<file path="src/rtl/core/cfwrs_pkg.sv">
// ----------------------------------------------------------------------------
// cfwrs_pkg
// widths, register indexes and shared constants of the worst-residual search
// ----------------------------------------------------------------------------
`timescale 1ns / 1ps

package cfwrs_pkg;

  // field widths
  localparam int unsigned COORD_W  = 20;
  localparam int unsigned RADIUS_W = 19;
  localparam int unsigned WEIGHT_W = 16;
  localparam int unsigned FACE_W   = 7;
  localparam int unsigned PANEL_W  = 2;
  localparam int unsigned INDEX_W  = 12;
  localparam int unsigned CHI2_W   = 48;

  // result position fields carry one extra sign bit
  localparam int unsigned WFACE_W  = FACE_W + 1;
  localparam int unsigned WPANEL_W = PANEL_W + 1;
  localparam int unsigned WINDEX_W = INDEX_W + 1;

  // configuration port
  localparam int unsigned CFG_IDX_W  = 3;
  localparam int unsigned CFG_DATA_W = CHI2_W;

  typedef enum logic [CFG_IDX_W-1:0] {
    REG_CENTER_X   = 3'd0,
    REG_CENTER_Y   = 3'd1,
    REG_RADIUS     = 3'd2,
    REG_CHI2_START = 3'd3,
    REG_SEED_FACE  = 3'd4,
    REG_SEED_PANEL = 3'd5,
    REG_SEED_HIT   = 3'd6
  } cfg_reg_e;

  // arithmetic unit sizes
  localparam int unsigned MAG_W      = COORD_W;       // |dx|, |dy|
  localparam int unsigned ROOT_W     = COORD_W + 1;   // floor sqrt of dx^2+dy^2
  localparam int unsigned RAD_W      = 2 * ROOT_W;    // radicand, padded to even
  localparam int unsigned SQRT_CNT_W = $clog2(ROOT_W);
  localparam int unsigned MUL_W      = ROOT_W;        // shared multiplier operand
  localparam int unsigned PROD_W     = 2 * MUL_W;
  localparam int unsigned ACC_W      = 2 * MAG_W;     // holds dx^2 or sq_lo*w
  localparam int unsigned PART_W     = MUL_W + WEIGHT_W; // one half of sq times w
  localparam int unsigned SUM_W      = PART_W + MUL_W + 1;

endpackage

</file>
<file path="src/rtl/core/cfwrs_channels.sv">
// ----------------------------------------------------------------------------
// cfwrs_channels
// valid/ready channels: hit input, result output and configuration write
// ----------------------------------------------------------------------------
`timescale 1ns / 1ps

interface cfwrs_hit_if;
  import cfwrs_pkg::*;

  logic                       valid;
  logic                       ready;
  logic signed [COORD_W-1:0]  hit_x;
  logic signed [COORD_W-1:0]  hit_y;
  logic [WEIGHT_W-1:0]        hit_weight;
  logic                       used;
  logic [FACE_W-1:0]          face;
  logic [PANEL_W-1:0]         panel;
  logic [INDEX_W-1:0]         hit_index;
  logic                       last;

  modport source (output valid, hit_x, hit_y, hit_weight, used, face, panel,
                  hit_index, last, input ready);
  modport sink   (input valid, hit_x, hit_y, hit_weight, used, face, panel,
                  hit_index, last, output ready);
endinterface

interface cfwrs_res_if;
  import cfwrs_pkg::*;

  logic                        valid;
  logic                        ready;
  logic                        found;
  logic [CHI2_W-1:0]           worst_chi2;
  logic signed [WFACE_W-1:0]   worst_face;
  logic signed [WPANEL_W-1:0]  worst_panel;
  logic signed [WINDEX_W-1:0]  worst_index;

  modport source (output valid, found, worst_chi2, worst_face, worst_panel,
                  worst_index, input ready);
  modport sink   (input valid, found, worst_chi2, worst_face, worst_panel,
                  worst_index, output ready);
endinterface

interface cfwrs_cfg_if;
  import cfwrs_pkg::*;

  logic                  valid;
  logic                  ready;
  logic [CFG_IDX_W-1:0]  reg_index;
  logic [CFG_DATA_W-1:0] wdata;

  modport source (output valid, reg_index, wdata, input ready);
  modport sink   (input valid, reg_index, wdata, output ready);
endinterface

</file>
<file path="src/rtl/core/cfwrs_isqrt.sv">
// ----------------------------------------------------------------------------
// cfwrs_isqrt
// iterative integer square root, one result bit per cycle, rounds down
// ----------------------------------------------------------------------------
`timescale 1ns / 1ps

module cfwrs_isqrt (
  input  logic                        clk_i,
  input  logic                        rst_ni,
  input  logic                        start_i,
  input  logic [cfwrs_pkg::RAD_W-1:0] radicand_i,
  output logic [cfwrs_pkg::ROOT_W-1:0] root_o,
  output logic                        done_o
);
  import cfwrs_pkg::*;

  localparam logic [SQRT_CNT_W-1:0] LastStep = SQRT_CNT_W'(ROOT_W - 1);

  logic                  busy_q;
  logic                  done_q;
  logic [SQRT_CNT_W-1:0] cnt_q;
  logic [RAD_W-1:0]      rad_q;
  logic [ROOT_W+2:0]     rem_q, rem_sh, trial, rem_d;
  logic [ROOT_W-1:0]     root_q, root_d;
  logic                  fits;

  // bring down the next two radicand bits and try a one
  always_comb begin
    rem_sh = {rem_q[ROOT_W:0], rad_q[RAD_W-1 -: 2]};
    trial  = {1'b0, root_q, 2'b01};
    fits   = rem_sh >= trial;
    rem_d  = fits ? rem_sh - trial : rem_sh;
    root_d = {root_q[ROOT_W-2:0], fits};
  end

  always_ff @(posedge clk_i or negedge rst_ni) begin
    if (!rst_ni) begin
      busy_q <= 1'b0;
      done_q <= 1'b0;
      cnt_q  <= '0;
    end else begin
      done_q <= 1'b0;
      if (start_i) begin
        busy_q <= 1'b1;
        cnt_q  <= '0;
      end else if (busy_q) begin
        cnt_q <= cnt_q + 1'b1;
        if (cnt_q == LastStep) begin
          busy_q <= 1'b0;
          done_q <= 1'b1;
        end
      end
    end
  end

  always_ff @(posedge clk_i) begin
    if (start_i) begin
      rad_q  <= radicand_i;
      rem_q  <= '0;
      root_q <= '0;
    end else if (busy_q) begin
      rad_q  <= {rad_q[RAD_W-3:0], 2'b00};
      rem_q  <= rem_d;
      root_q <= root_d;
    end
  end

  assign root_o = root_q;
  assign done_o = done_q;

endmodule

</file>
<file path="src/rtl/core/cfwrs_mul.sv">
// ----------------------------------------------------------------------------
// cfwrs_mul
// shared unsigned multiplier with a registered product
// ----------------------------------------------------------------------------
`timescale 1ns / 1ps

module cfwrs_mul (
  input  logic                          clk_i,
  input  logic [cfwrs_pkg::MUL_W-1:0]   a_i,
  input  logic [cfwrs_pkg::MUL_W-1:0]   b_i,
  output logic [cfwrs_pkg::PROD_W-1:0]  p_o
);
  import cfwrs_pkg::*;

  logic [PROD_W-1:0] p_q;

  always_ff @(posedge clk_i) begin
    p_q <= PROD_W'(a_i) * PROD_W'(b_i);
  end

  assign p_o = p_q;

endmodule

</file>
<file path="src/rtl/core/circle_fit_worst_residual_search_unit.sv">
// ----------------------------------------------------------------------------
// circle_fit_worst_residual_search_unit
// streams hits of one scan, finds the hit with the largest weighted residual
// ----------------------------------------------------------------------------
//
// channel  dir  transaction
// -------  ---  --------------------------------------------------------------
// cfg_i    in   register write: reg_index selects the register, wdata the value
// hit_i    in   one hit: position, weight, used flag, face/panel/index, last
// res_o    out  one result per scan, after the hit marked last
//
// a kept hit is taken and then passes through two multiplies and a sum, the
// bit-serial square root, the residual difference and three more multiplies,
// combine and compare before the unit is ready again
// a skipped hit leaves the unit idle and ready; a last hit adds a step to
// load the result register, which waits while the previous result is unread
// the multiplier and the square root unit are the only arithmetic units
// the result register stands apart from the hit side: hits are taken while a
// result waits, and only the next result load stalls on it
// reset: asynchronous, active low; configuration returns to its reset values
// ----------------------------------------------------------------------------
`timescale 1ns / 1ps

module circle_fit_worst_residual_search_unit #(
  parameter int unsigned NUM_FACES       = 128,
  parameter int unsigned PANELS_PER_FACE = 4,
  parameter int unsigned MAX_HITS        = 4096
) (
  input  logic        clk_i,
  input  logic        rst_ni,
  cfwrs_cfg_if.sink   cfg_i,
  cfwrs_hit_if.sink   hit_i,
  cfwrs_res_if.source res_o
);
  import cfwrs_pkg::*;

  // sequencer codes
  localparam int unsigned StateW = 4;
  localparam logic [StateW-1:0] S_IDLE = 4'd0;
  localparam logic [StateW-1:0] S_MULX = 4'd1;  // dx*dx
  localparam logic [StateW-1:0] S_MULY = 4'd2;  // dy*dy
  localparam logic [StateW-1:0] S_SUM  = 4'd3;  // sum, start root
  localparam logic [StateW-1:0] S_ROOT = 4'd4;  // wait for root
  localparam logic [StateW-1:0] S_DIFF = 4'd5;  // |root - radius|
  localparam logic [StateW-1:0] S_MULR = 4'd6;  // dr*dr
  localparam logic [StateW-1:0] S_WLO  = 4'd7;  // low half of dr^2 times weight
  localparam logic [StateW-1:0] S_WHI  = 4'd8;  // high half of dr^2 times weight
  localparam logic [StateW-1:0] S_CMB  = 4'd9;  // combine and saturate
  localparam logic [StateW-1:0] S_CMP  = 4'd10; // running max update
  localparam logic [StateW-1:0] S_EMIT = 4'd11; // load result register

  localparam logic [CHI2_W-1:0] Chi2Max = '1;

  // --------------------------------------------------------------------------
  // configuration registers
  // --------------------------------------------------------------------------
  logic signed [COORD_W-1:0] center_x_q, center_y_q;
  logic [RADIUS_W-1:0]       radius_q;
  logic [CHI2_W-1:0]         chi2_start_q;
  logic [FACE_W-1:0]         seed_face_q;
  logic [PANEL_W-1:0]        seed_panel_q;
  logic [WINDEX_W-1:0]       seed_hit_q;

  assign cfg_i.ready = 1'b1;

  always_ff @(posedge clk_i or negedge rst_ni) begin
    if (!rst_ni) begin
      center_x_q   <= '0;
      center_y_q   <= '0;
      radius_q     <= '0;
      chi2_start_q <= '0;
      seed_face_q  <= '0;
      seed_panel_q <= '0;
      seed_hit_q   <= '1;   // negative: all hits of the seed panel
    end else if (cfg_i.valid) begin
      unique case (cfg_reg_e'(cfg_i.reg_index))
        REG_CENTER_X:   center_x_q   <= cfg_i.wdata[COORD_W-1:0];
        REG_CENTER_Y:   center_y_q   <= cfg_i.wdata[COORD_W-1:0];
        REG_RADIUS:     radius_q     <= cfg_i.wdata[RADIUS_W-1:0];
        REG_CHI2_START: chi2_start_q <= cfg_i.wdata[CHI2_W-1:0];
        REG_SEED_FACE:  seed_face_q  <= cfg_i.wdata[FACE_W-1:0];
        REG_SEED_PANEL: seed_panel_q <= cfg_i.wdata[PANEL_W-1:0];
        REG_SEED_HIT:   seed_hit_q   <= cfg_i.wdata[WINDEX_W-1:0];
        default: ;  // unmapped index, write is dropped
      endcase
    end
  end

  // --------------------------------------------------------------------------
  // hit acceptance and keep decision
  // --------------------------------------------------------------------------
  logic [StateW-1:0] state_q, state_d;
  logic              hit_fire;
  logic              after_seed, in_range, keep;
  logic [COORD_W:0]  dx, dy;
  logic [MAG_W-1:0]  ax, ay;

  assign hit_i.ready = (state_q == S_IDLE);
  assign hit_fire    = hit_i.valid && hit_i.ready;

  always_comb begin
    if (hit_i.face != seed_face_q) begin
      after_seed = hit_i.face > seed_face_q;
    end else if (hit_i.panel != seed_panel_q) begin
      after_seed = hit_i.panel > seed_panel_q;
    end else begin
      after_seed = seed_hit_q[WINDEX_W-1] ||
                   (hit_i.hit_index >= seed_hit_q[INDEX_W-1:0]);
    end
    in_range = (32'(hit_i.face) < NUM_FACES) &&
               (32'(hit_i.panel) < PANELS_PER_FACE) &&
               (32'(hit_i.hit_index) < MAX_HITS);
    keep = hit_i.used && after_seed && in_range;

    // offsets from the center; magnitude stays below 2^20
    dx = {hit_i.hit_x[COORD_W-1], hit_i.hit_x} - {center_x_q[COORD_W-1], center_x_q};
    dy = {hit_i.hit_y[COORD_W-1], hit_i.hit_y} - {center_y_q[COORD_W-1], center_y_q};
    ax = dx[COORD_W] ? MAG_W'(-dx) : dx[MAG_W-1:0];
    ay = dy[COORD_W] ? MAG_W'(-dy) : dy[MAG_W-1:0];
  end

  // --------------------------------------------------------------------------
  // shared units
  // --------------------------------------------------------------------------
  logic [MUL_W-1:0]  mul_a, mul_b;
  logic [PROD_W-1:0] prod;
  logic              root_start, root_done;
  logic [RAD_W-1:0]  radicand;
  logic [ROOT_W-1:0] root;

  cfwrs_mul u_mul (
    .clk_i (clk_i),
    .a_i   (mul_a),
    .b_i   (mul_b),
    .p_o   (prod)
  );

  cfwrs_isqrt u_isqrt (
    .clk_i      (clk_i),
    .rst_ni     (rst_ni),
    .start_i    (root_start),
    .radicand_i (radicand),
    .root_o     (root),
    .done_o     (root_done)
  );

  // --------------------------------------------------------------------------
  // per-hit work registers
  // --------------------------------------------------------------------------
  logic [MAG_W-1:0]    ax_q, ay_q;
  logic [WEIGHT_W-1:0] weight_q;
  logic [FACE_W-1:0]   face_q;
  logic [PANEL_W-1:0]  panel_q;
  logic [INDEX_W-1:0]  index_q;
  logic                last_q;
  logic [ACC_W-1:0]    acc_q;
  logic [MUL_W-1:0]    adr_q, sq_hi_q;
  logic [CHI2_W-1:0]   chi2_q;

  // running worst of the open scan
  logic                scan_open_q;
  logic                any_found_q;
  logic [CHI2_W-1:0]   best_chi2_q;
  logic [WFACE_W-1:0]  best_face_q;
  logic [WPANEL_W-1:0] best_panel_q;
  logic [WINDEX_W-1:0] best_index_q;

  // result register
  logic                res_valid_q;
  logic                res_found_q;
  logic [CHI2_W-1:0]   res_chi2_q;
  logic [WFACE_W-1:0]  res_face_q;
  logic [WPANEL_W-1:0] res_panel_q;
  logic [WINDEX_W-1:0] res_index_q;
  logic                res_load;

  logic [MUL_W-1:0]    adr_d;
  logic [SUM_W-1:0]    chi2_sum;
  logic [CHI2_W-1:0]   chi2_sat;

  // operand select for the shared multiplier
  always_comb begin
    mul_a = '0;
    mul_b = '0;
    unique case (state_q)
      S_MULX: begin
        mul_a = MUL_W'(ax_q);
        mul_b = MUL_W'(ax_q);
      end
      S_MULY: begin
        mul_a = MUL_W'(ay_q);
        mul_b = MUL_W'(ay_q);
      end
      S_MULR: begin
        mul_a = adr_q;
        mul_b = adr_q;
      end
      S_WLO: begin
        mul_a = prod[MUL_W-1:0];   // product register holds dr^2 here
        mul_b = MUL_W'(weight_q);
      end
      S_WHI: begin
        mul_a = sq_hi_q;
        mul_b = MUL_W'(weight_q);
      end
      default: ;
    endcase
  end

  assign root_start = (state_q == S_SUM);
  assign radicand   = RAD_W'(acc_q) + RAD_W'(prod[ACC_W-1:0]);

  always_comb begin
    adr_d = (root >= MUL_W'(radius_q)) ? root - MUL_W'(radius_q)
                                       : MUL_W'(radius_q) - root;
    // product holds sq_hi*w, accumulator holds sq_lo*w
    chi2_sum = {1'b0, prod[PART_W-1:0], {MUL_W{1'b0}}} + SUM_W'(acc_q);
    chi2_sat = (|chi2_sum[SUM_W-1:CHI2_W]) ? Chi2Max : chi2_sum[CHI2_W-1:0];
  end

  // --------------------------------------------------------------------------
  // sequencer
  // --------------------------------------------------------------------------
  assign res_load = (state_q == S_EMIT) && (!res_valid_q || res_o.ready);

  always_comb begin
    state_d = state_q;
    unique case (state_q)
      S_IDLE: begin
        if (hit_fire) begin
          if (keep) begin
            state_d = S_MULX;
          end else if (hit_i.last) begin
            state_d = S_EMIT;
          end
        end
      end
      S_MULX: state_d = S_MULY;
      S_MULY: state_d = S_SUM;
      S_SUM:  state_d = S_ROOT;
      S_ROOT: begin
        if (root_done) begin
          state_d = S_DIFF;
        end
      end
      S_DIFF: state_d = S_MULR;
      S_MULR: state_d = S_WLO;
      S_WLO:  state_d = S_WHI;
      S_WHI:  state_d = S_CMB;
      S_CMB:  state_d = S_CMP;
      S_CMP:  state_d = last_q ? S_EMIT : S_IDLE;
      S_EMIT: begin
        if (res_load) begin
          state_d = S_IDLE;
        end
      end
      default: state_d = S_IDLE;
    endcase
  end

  always_ff @(posedge clk_i or negedge rst_ni) begin
    if (!rst_ni) begin
      state_q     <= S_IDLE;
      scan_open_q <= 1'b0;
      any_found_q <= 1'b0;
      res_valid_q <= 1'b0;
    end else begin
      state_q <= state_d;
      // first hit after reset or after a last hit opens the scan
      if (hit_fire && !scan_open_q) begin
        scan_open_q <= 1'b1;
        any_found_q <= 1'b0;
      end
      if ((state_q == S_CMP) && (chi2_q > best_chi2_q)) begin
        any_found_q <= 1'b1;
      end
      if (res_load) begin
        scan_open_q <= 1'b0;
        res_valid_q <= 1'b1;
      end else if (res_o.ready) begin
        res_valid_q <= 1'b0;
      end
    end
  end

  // datapath registers, no reset needed
  always_ff @(posedge clk_i) begin
    if (hit_fire) begin
      ax_q     <= ax;
      ay_q     <= ay;
      weight_q <= hit_i.hit_weight;
      face_q   <= hit_i.face;
      panel_q  <= hit_i.panel;
      index_q  <= hit_i.hit_index;
      last_q   <= hit_i.last;
      if (!scan_open_q) begin
        best_chi2_q  <= chi2_start_q;
        best_face_q  <= '1;
        best_panel_q <= '1;
        best_index_q <= '1;
      end
    end

    unique case (state_q)
      S_MULY: acc_q   <= prod[ACC_W-1:0];          // dx^2
      S_DIFF: adr_q   <= adr_d;
      S_WLO:  sq_hi_q <= prod[PROD_W-1:MUL_W];
      S_WHI:  acc_q   <= ACC_W'(prod[PART_W-1:0]); // sq_lo * w
      S_CMB:  chi2_q  <= chi2_sat;
      S_CMP: begin
        // ties keep the earlier hit
        if (chi2_q > best_chi2_q) begin
          best_chi2_q  <= chi2_q;
          best_face_q  <= {1'b0, face_q};
          best_panel_q <= {1'b0, panel_q};
          best_index_q <= {1'b0, index_q};
        end
      end
      default: ;
    endcase

    if (res_load) begin
      res_found_q <= any_found_q;
      res_chi2_q  <= best_chi2_q;
      res_face_q  <= best_face_q;
      res_panel_q <= best_panel_q;
      res_index_q <= best_index_q;
    end
  end

  // --------------------------------------------------------------------------
  // result channel
  // --------------------------------------------------------------------------
  assign res_o.valid       = res_valid_q;
  assign res_o.found       = res_found_q;
  assign res_o.worst_chi2  = res_chi2_q;
  assign res_o.worst_face  = res_face_q;
  assign res_o.worst_panel = res_panel_q;
  assign res_o.worst_index = res_index_q;

endmodule

</file>
<file path="src/flat_wrapper.sv">
// flat-port wrapper written by rule: the top's interface ports become plain ports
module circle_fit_worst_residual_search_unit_flat import cfwrs_pkg::*;
#(
  parameter int unsigned NUM_FACES       = 128,
  parameter int unsigned PANELS_PER_FACE = 4,
  parameter int unsigned MAX_HITS        = 4096
)
  (clk_i, rst_ni, cfg_i_valid, cfg_i_reg_index, cfg_i_wdata, cfg_i_ready, hit_i_valid, hit_i_hit_x, hit_i_hit_y, hit_i_hit_weight, hit_i_used, hit_i_face, hit_i_panel, hit_i_hit_index, hit_i_last, hit_i_ready, res_o_valid, res_o_found, res_o_worst_chi2, res_o_worst_face, res_o_worst_panel, res_o_worst_index, res_o_ready);
  cfwrs_cfg_if cfg_i_i ();
  cfwrs_hit_if hit_i_i ();
  cfwrs_res_if res_o_i ();
  input  logic clk_i;
  input  logic rst_ni;
  input wire logic [$bits(cfg_i_i.valid)-1:0] cfg_i_valid;
  input wire logic [$bits(cfg_i_i.reg_index)-1:0] cfg_i_reg_index;
  input wire logic [$bits(cfg_i_i.wdata)-1:0] cfg_i_wdata;
  output wire logic [$bits(cfg_i_i.ready)-1:0] cfg_i_ready;
  input wire logic [$bits(hit_i_i.valid)-1:0] hit_i_valid;
  input wire logic [$bits(hit_i_i.hit_x)-1:0] hit_i_hit_x;
  input wire logic [$bits(hit_i_i.hit_y)-1:0] hit_i_hit_y;
  input wire logic [$bits(hit_i_i.hit_weight)-1:0] hit_i_hit_weight;
  input wire logic [$bits(hit_i_i.used)-1:0] hit_i_used;
  input wire logic [$bits(hit_i_i.face)-1:0] hit_i_face;
  input wire logic [$bits(hit_i_i.panel)-1:0] hit_i_panel;
  input wire logic [$bits(hit_i_i.hit_index)-1:0] hit_i_hit_index;
  input wire logic [$bits(hit_i_i.last)-1:0] hit_i_last;
  output wire logic [$bits(hit_i_i.ready)-1:0] hit_i_ready;
  output wire logic [$bits(res_o_i.valid)-1:0] res_o_valid;
  output wire logic [$bits(res_o_i.found)-1:0] res_o_found;
  output wire logic [$bits(res_o_i.worst_chi2)-1:0] res_o_worst_chi2;
  output wire logic [$bits(res_o_i.worst_face)-1:0] res_o_worst_face;
  output wire logic [$bits(res_o_i.worst_panel)-1:0] res_o_worst_panel;
  output wire logic [$bits(res_o_i.worst_index)-1:0] res_o_worst_index;
  input wire logic [$bits(res_o_i.ready)-1:0] res_o_ready;
  assign cfg_i_i.valid = cfg_i_valid;
  assign cfg_i_i.reg_index = cfg_i_reg_index;
  assign cfg_i_i.wdata = cfg_i_wdata;
  assign cfg_i_ready = cfg_i_i.ready;
  assign hit_i_i.valid = hit_i_valid;
  assign hit_i_i.hit_x = hit_i_hit_x;
  assign hit_i_i.hit_y = hit_i_hit_y;
  assign hit_i_i.hit_weight = hit_i_hit_weight;
  assign hit_i_i.used = hit_i_used;
  assign hit_i_i.face = hit_i_face;
  assign hit_i_i.panel = hit_i_panel;
  assign hit_i_i.hit_index = hit_i_hit_index;
  assign hit_i_i.last = hit_i_last;
  assign hit_i_ready = hit_i_i.ready;
  assign res_o_valid = res_o_i.valid;
  assign res_o_found = res_o_i.found;
  assign res_o_worst_chi2 = res_o_i.worst_chi2;
  assign res_o_worst_face = res_o_i.worst_face;
  assign res_o_worst_panel = res_o_i.worst_panel;
  assign res_o_worst_index = res_o_i.worst_index;
  assign res_o_i.ready = res_o_ready;
  circle_fit_worst_residual_search_unit #(.NUM_FACES(NUM_FACES), .PANELS_PER_FACE(PANELS_PER_FACE), .MAX_HITS(MAX_HITS)) u_core (.clk_i(clk_i), .rst_ni(rst_ni), .cfg_i(cfg_i_i), .hit_i(hit_i_i), .res_o(res_o_i));
endmodule
</file>
<file path="config.mk">
export PLATFORM = sky130hd
export DESIGN_NAME = circle_fit_worst_residual_search_unit_flat
export DESIGN_NICKNAME = d
export VERILOG_FILES = /design/src/rtl/core/cfwrs_pkg.sv /design/src/rtl/core/cfwrs_channels.sv /design/src/rtl/core/cfwrs_isqrt.sv /design/src/rtl/core/cfwrs_mul.sv /design/src/rtl/core/circle_fit_worst_residual_search_unit.sv /design/src/flat_wrapper.sv
export SDC_FILE = /design/constraint.sdc
export NUM_CORES = 2
export LEC_CHECK = 0
export BUFFER_PORTS_ARGS = -buffer_cell sky130_fd_sc_hd__buf_2
export CORE_MARGIN = 5
export CORE_UTILIZATION = 54
export DETAILED_ROUTE_END_ITERATION = 6
export PLACE_DENSITY = 0.69
export RECOVER_POWER = 25
export SYNTH_ARGS = -nofsm -noshare
export SYNTH_HDL_FRONTEND = slang
export SYNTH_SLANG_ARGS = --single-unit
</file>
<file path="constraint.sdc">
create_clock -name clk_i -period 10.35 [get_ports clk_i]
set_input_delay 0.5175 -clock clk_i [delete_from_list [all_inputs] [get_ports clk_i]]
set_output_delay 0.5175 -clock clk_i [all_outputs]
set_load 0.02 [all_outputs]
</file>
* Word-level counts from Yosys, hierarchy flattened
Cells that the tools add are included. W data, S select, Z words.
Word-level totals: bits in registers 623, input bits 135, output and inout bits 76, logic and storage cells 153
Operators by class: add/sub/neg operators 10, multipliers 1, magnitude comparators 6, equality and inequality tests 24, muxes and demuxes 48, reduce and logical (&&, ||, !) cells 26
Operators by type and width (number):
- $mux W48 | 4
- $pmux W21 S5 | 1
- $mux W42 | 2
- $pmux W21 S4 | 1
- $pmux W40 S2 | 1
- $add A58 B40 Y59 | 1
- $mux W13 | 4
- $gt A48 B48 Y1 | 1
- $pmux W4 S12 | 1
- $mul A21 B21 Y42 | 1
- $sub A20 B20 Y21 | 2
- $add A40 B40 Y41 | 1
- $mux W20 | 2
- $neg A20 Y20 | 2
- $mux W8 | 4
- $ge A24 B23 Y1 | 1
- $mux W4 | 6
- $mux W22 | 1
- $sub A22 B22 Y22 | 1
- $ge A21 B19 Y1 | 1
- $mux W21 | 1
- $sub A19 B21 Y21 | 1
- $sub A21 B19 Y21 | 1
- $eq A4 B3 Y1 const B | 4
- other kinds (29) | 70

* Depth between registers and ports, before layout
word-level depth 8, depth in mapped cells 36, depth with buffers taken out 32

* Cells and area by module
Synthesis repeated with hierarchy kept, for this count alone.
Second synthesis, totals: cell total of the unflattened synthesis 4765, area total of the unflattened synthesis 47912.2 um^2
Modules (own cells, without submodules):
- circle_fit_worst_residual_search_unit | times used 1, cells an instance 2530, area each 27003.4 um^2, sequential area each 13299.0 um^2
- cfwrs_mul | times used 1, cells an instance 1749, area each 15845.2 um^2, sequential area each 840.8 um^2
- cfwrs_isqrt | times used 1, cells an instance 486, area each 5063.6 um^2, sequential area each 2297.2 um^2

* Worst setup path before layout
OpenSTA, ideal clock, no wires.
path kind reg2reg, start point register u_core.state_q[3], end point register u_core.u_mul.p_q[41] (netlist: u_core.u_mul.p_o[41]), library setup time 0.123 ns, data arrival time 8.658 ns, path slack 1.569 ns, cell stages (with the launch flop) 30, path buffers 2, clock period less this slack 8.781 ns, cells stage by stage dfrtp_1 nand2b_1 nor2_1 clkbuf_1 clkbuf_1 a221oi_1 nor2_1 fa_1 inv_1 fa_1 fa_1 inv_1 fa_1 inv_1 fa_1 fa_1 fa_1 inv_1 ha_1 a21o_1 a21o_1 a21o_1 a21o_1 a21o_1 o21ai_2 nor2_1 or4_1 a31o_2 a221oi_2 xnor2_1
Between the ends: longest elaborated chain between the ends 4
Ends and longest elaborated chain:
- start: declaration | RTL line circle_fit_worst_residual_search_unit.sv:92 | logic [StateW-1:0] state_q, state_d;
- start signal: assignment | RTL line circle_fit_worst_residual_search_unit.sv:268 | state_q <= state_d;
- $eq A4 B3 Y1 or $eq A4 B4 Y1 (tied branches) | RTL line circle_fit_worst_residual_search_unit.sv:185 | unique case (state_q)
- $reduce_or A2 Y1 (no line)
- $pmux W21 S4 | RTL line circle_fit_worst_residual_search_unit.sv:185
- $mul A21 B21 Y42 * | RTL line cfwrs_mul.sv:18 | p_q <= PROD_W'(a_i) * PROD_W'(b_i);
- end signal: assignment | RTL line cfwrs_mul.sv:18
- end: declaration | RTL line cfwrs_mul.sv:15 | logic [PROD_W-1:0] p_q;
Mark *: on every way between the ends. The rest lies on a longest branch, timed or not. A chain may end at the register's enable or synchronous reset.

* Final worst setup path
start point register u_core.state_q[3], end point register u_core.u_mul.p_q[38] (netlist: u_core.u_mul.p_o[38])
The elaborated chain is that of the path after synthesis.

==> reports/metrics.yaml <==
status:
  status: "finished, violations left"
  violations: "DRC, capacitance limit, slew limit"
worst_hold_path:
  hold_path_class: "in -> reg"
  holdPathStages: 1
routing:
  wl_met2_mm: 63.3
  wl_met1_mm: 56.8
  drt_first_pass_iters: 7
  met3_length_mm: 11.1
  post_drt_wl_per_cell_um: 22.1
  drt_iter0_drc: 2972
  vias_per_cell: 5.80
  drt_wl_total_mm: 137
  antenna_left: 0
  drc: 8
  vias: 35917
  highest_layer: "met4"
logic_synthesis:
  postSynthAreaPerCell_um2: 9.83
  ys_warn_count: 0
  syn_nets: 5690
  synth_seq_cells: 623
  synth-main-ff-cell: "edfxtp_1"
  synthArstFlopShare: 0.230
  synth_edf_count: 323
  yosysSeqAreaShare: 0.348
  syn_area_um2: 47300
  syn_inst: 4806
  synth.distinct_cells: 98
grt:
  grt_max_degree: 84
  grt_pass1_wl_mm: 213
  grt_pass1_vias: 35960
  grt_overflow_total: 0
  antenna_found_initial: 3
  grt_usage: 0.292
setup_path:
  path_max_fanout: 62
  required_ps: 10860
  worst-path-stages: 29
  path_buf_inv: 6
  cp_top_family: "adder cells"
  crit_arrival_ps: 9830
  crit_slowest_cell: "a221o_1"
  crit_path_start_kind: "flip-flop"
  critPathKind: "reg -> reg"
  path_common_cell: "fa_1"
  ff2ff_path_depth: 29
  endpoint_kind: "flip-flop"
  critPathMaxStageDelay_ps: 770
clock_network:
  cts_made_buffers: 72
  worstSkewPairLatency_ps: 640
  cts-root-buf: "clkbuf_16"
  clk_pin_slew_ps: 60
  cts.sinks: 623
  cts_max_level: 3
  cts_buffer_depth: 3
  cts_resized: 0
  cts_tree: "built"
sta:
  setup_tns_ps: 0
  setup_violations: 0
  period_share: 0.901
  fmax_mhz: 107
  slew-limit-headroom: -2.32
  whs_ps: 49.0
  maxSlewViolCount: 163
  final_hold_viol_count: 0
  min_period_ps: 9330
  rsz0062_at_grt: "no"
  finClkSkew_ps: 28.4
  tightest_slew_ps: 4980
place:
  gp_congestion: 1.01
  dpl.hpwl_mm: 106
  placedInstanceArea_um2: 49700
  portBuffers: 209
layout:
  fin_area_um2: 52000
  nets: 5870
  antenna_cells: 0
  syn2layout_area_growth_pct: 10.1
  drive_gt1_frac: 0.112
  final_cell_mix: "636 x inv_1, 585 x nand2_1, 385 x ha_1"
  final_common_cell: "inv_1"
  utilization: 0.600
floorplan:
  start_util: 0.545
  ios: 211
  rows: 108
  core-area_um2: 86800
  die_area_um2: 93500
  die_y_um: 306
  die_width_um: 306
run:
  drv_cap: 3
logic make-up after synthesis:
| kind of cell | after synthesis | synth area share |
|---|---|---|
| AND/OR/NAND/NOR | 1337 | 0.127 |
| other | 1 | 0.0000794 |
| XOR/XNOR | 193 | 0.0358 |
| adder cells (fa/ha/maj) | 749 | 0.256 |
| AO/OA/AOI/OAI | 906 | 0.126 |
| buffers and inverters | 824 | 0.0675 |
| multiplexers | 173 | 0.0400 |
| flip-flops | 623 | 0.348 |
worst register-to-register path, delay by kind of cell, from the launching register on:
kind	cells	cell delay, ps
fa+ha+maj	8	4020
compound gates	10	2870
xor+xnor	1	140
simple gates	4	820
buf+inv	6	790
flops	1	530
final cells by class:
type / instances / area (µm²)
inverter: 641 / 2410
clock inverter: 30 / 337
fill: 7485 / 34700
multi-input combinational: 3359 / 27700
timing repair buffer: 289 / 1600
tap: 1155 / 1450
sequential: 623 / 16400
clock buffer: 100 / 2080
what timing repair did:
item	4_1_cts	5_1_grt
endpoints found under the hold margin	46	0
buffers inserted	0	0
setup endpoints to repair	0	0
hold buffers	1	0
metrics by stage:
| step | worst slack, ps | cells |
|---|---|---|
| after global routing | 711 | 6197 |
| after CTS | 1140 | 6197 |
| final | 1020 | 6197 |
| after floorplan | 1570 | 4806 |
| after global placement | 1250 | 6066 |
| after detailed placement | 1160 | 6066 |
final timing paths:
path / from / to / slack (ps)
min: hit_i_hit_weight[7] / u_core.weight_q[7] / 50
min in group asynchronous: rst_ni / u_core.seed_face_q[1] / 2260
max reg2reg: u_core.state_q[3] / u_core.u_mul.p_o[38] / 1020
max in group asynchronous: rst_ni / u_core.u_isqrt.busy_q / 5270
max: u_core.state_q[3] / u_core.u_mul.p_o[38] / 1020
min reg2reg: u_core.u_mul.p_o[40] / u_core.sq_hi_q[19] / 410
cell usage after synthesis, drive strengths merged, types with 30 or more instances:
cell type  instances  area (µm²)
xnor2            107         937
edfxtp           323        9700
ha               385        4820
mux2             122        1380
dfrtp            130        3250
nor3              47         235
dfxtp            157        3140
or3               32         200
nor2             367        1380
buf               35         228
o21ai            273        1390
nand2b            75         469
and3              31         194
a211oi            31         238
nand4             41         257
a31oi             37         238
a21oi            187         966
nand3             38         190
a21o             129         983
inv              640        2400
a221o             30         300
fa               364        7290
nand2            586        2200
xor2              86         753
clkbuf           148         556
nor2b             43         269
mux2i             51         510
metal layers:
metal,up-vias,global-route usage
met5,-,0
met4,0,0.106
met3,274,0.0613
met2,1347,0.471
met1,17729,0.393
li1,16567,-
flip-flops by register name, indices dropped and copies added (netlist names), 19 cells and up:
signal / cells
u_core.sq_hi_q: 21
u_core.best_chi2_q: 48
u_core.ay_q: 20
u_core.u_isqrt.rad_q: 42
u_core.center_x_q: 20
u_core.res_o.worst_chi2: 48
u_core.u_mul.p_o: 42
u_core.ax_q: 20
u_core.u_isqrt.rem_q: 22
u_core.u_isqrt.root_o: 21
u_core.radius_q: 19
u_core.chi2_q: 48
u_core.chi2_start_q: 48
u_core.acc_q: 40
u_core.adr_q: 21
u_core.center_y_q: 20
Power is left out: the tool's default activity adds up to more than one toggle a clock period on the data nets, which glitch-free logic cannot reach.
